### src/rtl/echo_distance_median_macros.svh
// assertion macros for the echo distance median block
// used by the top level only; no other dependencies
`ifndef ECHO_DISTANCE_MEDIAN_MACROS_SVH
`define ECHO_DISTANCE_MEDIAN_MACROS_SVH

// same-cycle implication, disabled during reset
`define EDM_ASSERT_IMP(name, clk, rst_n, ante, cons) \
    name: assert property (@(posedge clk) disable iff (!(rst_n)) (ante) |-> (cons)) \
        else $error("edm check failed");

// next-cycle implication, disabled during reset
`define EDM_ASSERT_NXT(name, clk, rst_n, ante, cons) \
    name: assert property (@(posedge clk) disable iff (!(rst_n)) (ante) |=> (cons)) \
        else $error("edm check failed");

`endif

### src/rtl/edm_pkg.sv
// shared constants, types and command/status structs for echo_distance_median
// no dependencies
package edm_pkg;

    localparam int WINDOW    = 5;
    localparam int TICK_BITS = 16;
    localparam int SPEED_W   = 12;
    localparam int CM_W      = 14;
    localparam logic [CM_W-1:0] CM_MAX = {CM_W{1'b1}};
    localparam logic [SPEED_W-1:0] SPEED_RESET = 12'd343;

    // echo time times speed, then divided by 20000 = 32 * 625
    localparam int PROD_W   = TICK_BITS + SPEED_W;
    localparam int PRE_SH   = 5;
    localparam int PRE_W    = PROD_W - PRE_SH;
    localparam int RK       = PRE_W + 10;
    localparam longint unsigned RECIP = ((64'd1 << RK) + 64'd624) / 64'd625;
    localparam int RECIP_W  = $clog2(RECIP + 1);
    localparam int SCALED_W = PRE_W + RECIP_W;
    localparam int QUOT_W   = SCALED_W - RK;

    localparam int FILL_W = $clog2(WINDOW + 1);
    localparam int IDX_W  = (WINDOW > 1) ? $clog2(WINDOW) : 1;
    localparam int PH_W   = (WINDOW > 1) ? $clog2(WINDOW) : 1;

    typedef enum logic [3:0] {
        ST_IDLE,
        ST_MUL_A,
        ST_MUL_B,
        ST_SAT,
        ST_WRITE,
        ST_SORT,
        ST_MED,
        ST_DONE
    } t_state;

    typedef struct packed {
        logic load_in;
        logic clear;
        logic mul_a;
        logic mul_b;
        logic sat;
        logic write;
        logic sort_step;
        logic sort_odd;
        logic med;
        logic out_load;
    } t_dp_cmd;

    typedef struct packed {
        logic restart;
        logic last_fill;
    } t_dp_status;

endpackage

### src/rtl/edm_datapath.sv
// datapath: tick difference, scaling to centimetres, window store,
// odd-even transposition sort, median and output register; uses edm_pkg
module edm_datapath (
    input  logic                        i_clk,
    input  logic                        i_rst_n,
    input  edm_pkg::t_dp_cmd            i_cmd,
    output edm_pkg::t_dp_status         o_status,
    input  logic                        i_cfg_we,
    input  logic [edm_pkg::SPEED_W-1:0] i_cfg_data,
    input  logic                        i_action,
    input  logic [edm_pkg::TICK_BITS-1:0] i_echo_start_tick,
    input  logic [edm_pkg::TICK_BITS-1:0] i_echo_end_tick,
    output logic [edm_pkg::CM_W-1:0]    o_sample_cm,
    output logic [edm_pkg::CM_W-1:0]    o_median_cm,
    output logic                        o_median_new
);
    import edm_pkg::*;

    localparam int MID = WINDOW / 2;

    logic [SPEED_W-1:0]   r_speed;
    logic                 r_restart;
    logic [TICK_BITS-1:0] r_dt;
    logic [PROD_W-1:0]    r_prod;
    logic [SCALED_W-1:0]  r_scaled;
    logic [CM_W-1:0]      r_sample;
    logic [CM_W-1:0]      r_win [WINDOW];
    logic [CM_W-1:0]      n_win [WINDOW];
    logic [FILL_W-1:0]    r_fill;
    logic [CM_W-1:0]      r_held;
    logic                 r_fresh;
    logic [CM_W-1:0]      r_o_sample;
    logic [CM_W-1:0]      r_o_median;
    logic                 r_o_new;
    logic [QUOT_W-1:0]    quot;
    logic [CM_W-1:0]      median;

    always_ff @(posedge i_clk) begin
        if (!i_rst_n) begin
            r_speed <= SPEED_RESET;
        end else if (i_cfg_we) begin
            r_speed <= i_cfg_data;
        end
    end

    assign quot = r_scaled[SCALED_W-1:RK];

    always_ff @(posedge i_clk) begin
        if (i_cmd.load_in) begin
            r_restart <= i_action;
            r_dt      <= TICK_BITS'(i_echo_end_tick - i_echo_start_tick);
        end
        if (i_cmd.mul_a) begin
            r_prod <= PROD_W'(r_dt) * PROD_W'(r_speed);
        end
        if (i_cmd.mul_b) begin
            r_scaled <= SCALED_W'(r_prod[PROD_W-1:PRE_SH]) * SCALED_W'(RECIP);
        end
        if (i_cmd.clear) begin
            r_sample <= '0;
        end else if (i_cmd.sat) begin
            // quotient is floor(prod / 20000); saturate to the field range
            if (QUOT_W'(CM_MAX) < quot && QUOT_W > CM_W) begin
                r_sample <= CM_MAX;
            end else begin
                r_sample <= CM_W'(quot);
            end
        end
    end

    // window entries: one write per sample, compare-swap lanes while sorting
    always_comb begin
        for (int i = 0; i < WINDOW; i++) begin
            n_win[i] = r_win[i];
        end
        if (i_cmd.write) begin
            n_win[r_fill[IDX_W-1:0]] = r_sample;
        end
        if (i_cmd.sort_step) begin
            for (int i = 0; i < WINDOW - 1; i++) begin
                if ((i % 2 == 1) == i_cmd.sort_odd && r_win[i] > r_win[i+1]) begin
                    n_win[i]   = r_win[i+1];
                    n_win[i+1] = r_win[i];
                end
            end
        end
    end

    always_ff @(posedge i_clk) begin
        for (int i = 0; i < WINDOW; i++) begin
            r_win[i] <= n_win[i];
        end
    end

    generate
        if (WINDOW % 2 == 1) begin : g_odd
            assign median = r_win[MID];
        end else begin : g_even
            logic [CM_W:0] pair_sum;
            assign pair_sum = {1'b0, r_win[MID-1]} + {1'b0, r_win[MID]};
            assign median   = pair_sum[CM_W:1];
        end
    endgenerate

    always_ff @(posedge i_clk) begin
        if (!i_rst_n) begin
            r_fill <= '0;
            r_held <= '0;
        end else begin
            if (i_cmd.clear) begin
                r_fill <= '0;
                r_held <= '0;
            end else begin
                if (i_cmd.write) begin
                    if (o_status.last_fill) begin
                        r_fill <= '0;
                    end else begin
                        r_fill <= r_fill + FILL_W'(1);
                    end
                end
                if (i_cmd.med) begin
                    r_held <= median;
                end
            end
        end
    end

    always_ff @(posedge i_clk) begin
        if (i_cmd.load_in) begin
            r_fresh <= 1'b0;
        end else if (i_cmd.med) begin
            r_fresh <= 1'b1;
        end
        if (i_cmd.out_load) begin
            r_o_sample <= r_sample;
            r_o_median <= r_held;
            r_o_new    <= r_fresh;
        end
    end

    assign o_status.restart   = r_restart;
    assign o_status.last_fill = (r_fill == FILL_W'(WINDOW - 1));

    assign o_sample_cm  = r_o_sample;
    assign o_median_cm  = r_o_median;
    assign o_median_new = r_o_new;

endmodule

### src/rtl/edm_ctrl.sv
// controller: sequences one item through the datapath and owns both handshakes
// uses edm_pkg
module edm_ctrl (
    input  logic                i_clk,
    input  logic                i_rst_n,
    input  logic                i_in_valid,
    output logic                o_in_stall,
    output logic                o_out_valid,
    input  logic                i_out_stall,
    output edm_pkg::t_dp_cmd    o_cmd,
    input  edm_pkg::t_dp_status i_status
);
    import edm_pkg::*;

    t_state          r_state, n_state;
    logic [PH_W-1:0] r_phase, n_phase;
    logic            r_out_valid, n_out_valid;

    always_ff @(posedge i_clk) begin
        if (!i_rst_n) begin
            r_state     <= ST_IDLE;
            r_phase     <= '0;
            r_out_valid <= 1'b0;
        end else begin
            r_state     <= n_state;
            r_phase     <= n_phase;
            r_out_valid <= n_out_valid;
        end
    end

    always_comb begin
        n_state    = r_state;
        n_phase    = r_phase;
        o_cmd      = '0;
        o_in_stall = 1'b1;
        o_cmd.sort_odd = r_phase[0];
        unique case (r_state)
            ST_IDLE: begin
                o_in_stall = 1'b0;
                if (i_in_valid) begin
                    o_cmd.load_in = 1'b1;
                    n_state       = ST_MUL_A;
                end
            end
            ST_MUL_A: begin
                if (i_status.restart) begin
                    o_cmd.clear = 1'b1;
                    n_state     = ST_DONE;
                end else begin
                    o_cmd.mul_a = 1'b1;
                    n_state     = ST_MUL_B;
                end
            end
            ST_MUL_B: begin
                o_cmd.mul_b = 1'b1;
                n_state     = ST_SAT;
            end
            ST_SAT: begin
                o_cmd.sat = 1'b1;
                n_state   = ST_WRITE;
            end
            ST_WRITE: begin
                o_cmd.write = 1'b1;
                n_phase     = '0;
                n_state     = i_status.last_fill ? ST_SORT : ST_DONE;
            end
            ST_SORT: begin
                // WINDOW alternating phases fully sort the window
                o_cmd.sort_step = 1'b1;
                if (r_phase == PH_W'(WINDOW - 1)) begin
                    n_state = ST_MED;
                end else begin
                    n_phase = r_phase + PH_W'(1);
                end
            end
            ST_MED: begin
                o_cmd.med = 1'b1;
                n_state   = ST_DONE;
            end
            ST_DONE: begin
                if (!r_out_valid || !i_out_stall) begin
                    o_cmd.out_load = 1'b1;
                    n_state        = ST_IDLE;
                end
            end
            default: begin
                n_state = ST_IDLE;
            end
        endcase
    end

    always_comb begin
        n_out_valid = r_out_valid;
        if (o_cmd.out_load) begin
            n_out_valid = 1'b1;
        end else if (!i_out_stall) begin
            n_out_valid = 1'b0;
        end
    end

    assign o_out_valid = r_out_valid;

endmodule

### src/rtl/echo_distance_median.sv
// echo_distance_median: one item at a time; a restart, a sample that leaves the window
// partly filled and one that fills it take successively longer paths, the odd-even sort
// on a full window being the longest; a finished result sits in the output register
// while the next item is taken
// synchronous active-low reset: fill count, held median, handshakes cleared,
// sound speed back to 343
module echo_distance_median (
    input  logic                          i_clk,
    input  logic                          i_rst_n,
    input  logic                          i_cfg_we,
    input  logic [edm_pkg::SPEED_W-1:0]   i_cfg_data,
    input  logic                          i_in_valid,
    output logic                          o_in_stall,
    input  logic                          i_action,
    input  logic [edm_pkg::TICK_BITS-1:0] i_echo_start_tick,
    input  logic [edm_pkg::TICK_BITS-1:0] i_echo_end_tick,
    output logic                          o_out_valid,
    input  logic                          i_out_stall,
    output logic [edm_pkg::CM_W-1:0]      o_sample_cm,
    output logic [edm_pkg::CM_W-1:0]      o_median_cm,
    output logic                          o_median_new
);
    import edm_pkg::*;

`include "echo_distance_median_macros.svh"

    t_dp_cmd    cmd;
    t_dp_status status;

    edm_ctrl u_ctrl (
        .i_clk       (i_clk),
        .i_rst_n     (i_rst_n),
        .i_in_valid  (i_in_valid),
        .o_in_stall  (o_in_stall),
        .o_out_valid (o_out_valid),
        .i_out_stall (i_out_stall),
        .o_cmd       (cmd),
        .i_status    (status)
    );

    edm_datapath u_datapath (
        .i_clk             (i_clk),
        .i_rst_n           (i_rst_n),
        .i_cmd             (cmd),
        .o_status          (status),
        .i_cfg_we          (i_cfg_we),
        .i_cfg_data        (i_cfg_data),
        .i_action          (i_action),
        .i_echo_start_tick (i_echo_start_tick),
        .i_echo_end_tick   (i_echo_end_tick),
        .o_sample_cm       (o_sample_cm),
        .o_median_cm       (o_median_cm),
        .o_median_new      (o_median_new)
    );

    // block is busy in the cycle after it takes an item
    `EDM_ASSERT_NXT(a_busy_after_accept, i_clk, i_rst_n, i_in_valid && !o_in_stall, o_in_stall)
    // a result waiting downstream is never overwritten
    `EDM_ASSERT_IMP(a_no_overwrite, i_clk, i_rst_n, cmd.out_load, !o_out_valid || !i_out_stall)
    // median is taken only straight after the last sort phase
    `EDM_ASSERT_IMP(a_med_after_sort, i_clk, i_rst_n, cmd.med, $past(cmd.sort_step))

endmodule
### config.mk
export PLATFORM = sky130hd
export DESIGN_NAME = echo_distance_median
export DESIGN_NICKNAME = d
export VERILOG_FILES = /design/src/rtl/edm_pkg.sv /design/src/rtl/edm_datapath.sv /design/src/rtl/edm_ctrl.sv /design/src/rtl/echo_distance_median.sv
export VERILOG_INCLUDE_DIRS = /design/src /design/src/rtl
export SDC_FILE = /design/constraint.sdc
export NUM_CORES = 1
export LEC_CHECK = 0
export BUFFER_PORTS_ARGS = -buffer_cell sky130_fd_sc_hd__buf_4
export CAP_MARGIN = 25
export CORE_MARGIN = 2
export CORE_UTILIZATION = 65
export DETAILED_ROUTE_END_ITERATION = 7
export PLACE_DENSITY = 0.89
export SLEW_MARGIN = 20
export SYNTH_ARGS = -nofsm -noshare
export SYNTH_HDL_FRONTEND = slang
export SYNTH_SLANG_ARGS = --single-unit
### constraint.sdc
create_clock -name i_clk -period 11.85 [get_ports i_clk]
set_input_delay 1.185 -clock i_clk [delete_from_list [all_inputs] [get_ports i_clk]]
set_output_delay 1.185 -clock i_clk [all_outputs]
set_load 0.02 [all_outputs]
==> impl_metrics.py <==
metrics = {
    "run_status": {
        "run_status": "finished clean",
    },
    "setup_path": {
        "worst_ep_arrival_time_ns": 7.02,
        "critical-path-slowest-cell": "fa_1",
        "cells_along_the_critical_path": "ha_1 > inv_1 > fa_1 > fa_1 > inv_1 > fa_1 > fa_1 > fa_1 > inv_1 > fa_1 > inv_1 > ha_1 > a21o_1 > a21o_1 > a21o_1 > a2111oi_2 > a31oi_1 > o21ai_1 > mux2i_1 > nand4_1",
        "timing.critical_path.mode_cell": "fa_1",
        "cp_slowest_stage_delay_ns": 0.55,
        "critical_path_class": "flop to flop",
        "crit_path_max_fanout": 6,
        "worstSetupPathDepth": 20,
        "crit_family": "adder cells",
        "worst_r2r_path_depth": 20,
        "cp-end-kind": "flop",
        "timing.critical_path.from_type": "flop",
        "critical_path.n_buffers_inverters": 4,
        "crit_required_ns": 12.14,
    },
    "grt": {
        "grt_use_total": 0.317,
        "grt_antenna_before_repair": 0,
        "grt_pass1_vias": 19670,
        "grt_remaining_overflow": 0,
        "grt.met1_usage": 0.383,
        "grt.busiest_layer": "met2",
        "gr-usage-met3": 0.0419,
        "grt_start_max_net_pins": 44,
        "grt_first_pass_wirelength_mm": 97.6,
        "met2_capacity_usage_during_global_routing": 0.577,
    },
    "placement": {
        "placed_area_um2": 25100,
        "place_hpwl_mm": 49.2,
        "finalWeightedCongestion": 0.995,
        "buffer_ports.inserted": 80,
    },
    "sta": {
        "unrepaired_setup_endpoints_after_global_routing": "false",
        "worst_hold_slack_ns": 0.432,
        "period_share": 0.568,
        "timing_worst_slew_pin_value_ns": 1.00,
        "fin_crit_ns": 6.74,
        "finalHoldViolCount": 0,
        "max_slew_margin": 0.330,
        "final.setup.tns_ns": 0,
        "setup_viol_count_final": 0,
        "report.final.slew_viol_count": 0,
        "achievable-frequency_mhz": 148,
        "final.setup_skew_ns": 0.00908,
    },
    "synthesis": {
        "ys_ff_latch": 204,
        "synth.cell_area_um2": 24100,
        "proportion_of_register_bits_with_asynchronous_set_or_reset_after_synthesis": 0,
        "syn-mean-instance-area_um2": 9.51,
        "synth.yosys.warnings": 0,
        "syn-instance-count": 2537,
        "synth_edf_count": 83,
        "synthDistinctLibCells": 72,
        "post_syn_nets": 3248,
        "yosys_most_used_dff": "dfxtp_1",
        "ys_seq_area_frac": 0.204,
    },
    "finish": {
        "ff_latch_area_um2": 4910,
        "syn_to_final_growth_pct": 8.13,
        "antenna-diode-count": 0,
        "fraction_of_final_layout_cells_with_drive_strength_greater_than_1": 0.0608,
        "multi_input_area_um2": 16900,
        "fill_cells": 2609,
        "post-route-cell-area_um2": 26100,
        "nets": 3292,
    },
    "clock_network": {
        "cts.repair_timing.setup_buffer_count": 0,
        "clk-insertion-delay-late_ns": 0.55,
        "path_clk_slew_ns": 0.06,
        "h-tree-depth": 1,
        "numClockSinks": 204,
        "root_buffer": "clkbuf_16",
        "clk_path_buf_depth": 3,
        "cts_tree": "done",
        "cts_buffers": 24,
        "cts-hold-fix-buffers": 0,
        "cts.repair.resized": 0,
    },
    "drt": {
        "detail-route-antenna-nets": 0,
        "drt_pass1_iterations": 7,
        "wirelength_per_cell_um": 19.6,
        "via_count": 18398,
        "detail_route.iter0.violations": 1238,
        "remaining_drc_errors": 0,
        "routed_wl_mm": 60.2,
        "avgViaCountPerCell": 6.00,
    },
    "flow_run": {
        "timing.max_cap.violations": 0,
    },
    "worst_hold_path": {
        "holdPathStages": 0,
        "worst_hold_path_type": "flop to flop",
    },
    "floorplan": {
        "floorplan.die_area_um2": 38700,
        "floorplan.die.height_um": 197,
        "top_level_ports": 81,
        "core.rowCount": 70,
        "initial_utilization": 0.659,
        "die-width_um": 197,
        "placeableCoreArea_um2": 36600,
    },
}
placed cells by master, fill, tap and decap left out, drive strengths merged, types with 4 or more instances in the layout:
cell / instances
inv: 545
ha: 340
fa: 321
nand2: 276
dfxtp: 121
a21oi: 108
buf: 92
and2: 85
edfxtp: 83
nor2: 70
mux2i: 69
o21ai: 58
a21o: 40
xnor2: 37
o22ai: 28
clkbuf: 28
nor2b: 22
nand3: 21
nor3: 21
a31oi: 20
o21a: 19
xor2: 18
o221ai: 16
nand4: 14
a22oi: 14
and3: 13
nand2b: 12
o211ai: 9
or3: 8
o2111ai: 7
a211oi: 7
o21bai: 7
or2: 6
and4: 5
clkinv: 5
nor4: 4
o31ai: 4
nand3b: 4
a21boi: 4
bufinv: 4
synth_stat cells (14+ instances only):
cell type / count / area (µm²)
inv_1: 540 / 2030
ha_1: 340 / 4250
fa_1: 321 / 6430
nand2_1: 276 / 1040
dfxtp_1: 121 / 2420
a21oi_1: 107 / 536
and2_1: 83 / 519
edfxtp_1: 83 / 2490
nor2_1: 70 / 263
mux2i_1: 69 / 691
clkbuf_1: 65 / 244
o21ai_0: 53 / 265
a21o_1: 39 / 293
xnor2_1: 37 / 324
o22ai_1: 28 / 175
nor2b_1: 22 / 138
nand3_1: 21 / 105
nor3_1: 21 / 105
a31oi_1: 20 / 125
o21a_1: 19 / 143
xor2_1: 18 / 158
o221ai_1: 16 / 140
a22oi_1: 14 / 105
nand4_1: 14 / 87.6
cells by family (layout without fill, tap and decap cells):
group,count (synthesis),after routing,share of synthesized area
AOI/OAI and AO/OA,364,364,0.0976
xor gates and xnor gates,55,55,0.0200
adders and majority gates,661,661,0.443
buffers and inverters,614,676,0.0959
DFF,204,204,0.204
muxes,69,69,0.0286
and+or+nand+nor,570,570,0.112
area by class of cell:
cell class | instances | area share
Clock buffer | 28 | 0.0260
Clock inverter | 16 | 0.00839
Inverter | 540 | 0.0777
Multi-Input combinational cell | 1719 | 0.649
Sequential cell | 204 | 0.188
Tap cell | 468 | 0.0224
Timing Repair Buffer | 92 | 0.0277
registers in the layout, indices dropped and copies added (netlist names), 12 cells and up:
signal / flops
u_datapath.r_win: 70
u_datapath.r_dt: 16
u_datapath.o_sample_cm: 14
u_datapath.r_prod: 23
u_datapath.r_scaled: 14
u_datapath.r_sample: 14
u_datapath.r_speed: 12
u_datapath.o_median_cm: 14
u_datapath.r_held: 14
metal layers:
metal / vias up / share of wire
li1: 8315 / -
met1: 9161 / 0.39
met2: 704 / 0.51
met3: 218 / 0.054
met4: 0 / 0.044
met5: - / 0
stage by stage:
stage	std cells	utilization	setup slack (ns)
6_report	3067	0.713	5.11
5_1_grt	3067	0.713	4.74
4_1_cts	3063	0.711	5.12
3_5_place_dp	3019	0.687	5.16
3_3_place_gp	3018	0.686	5.18
2_1_floorplan	2537	-	5.59
worst paths after layout:
kind / endpoint / slack, ns / from
max: u_datapath.r_scaled[46] / 5.11 / u_datapath.r_prod[17]
min: u_datapath.o_median_cm[8] / 0.43 / u_datapath.r_held[8]
max reg2reg: u_datapath.r_scaled[46] / 5.11 / u_datapath.r_prod[17]
min reg2reg: u_datapath.o_median_cm[8] / 0.43 / u_datapath.r_held[8]
Power is left out: the tool's default activity adds up to more than one toggle a clock period on the data nets, which glitch-free logic cannot reach.
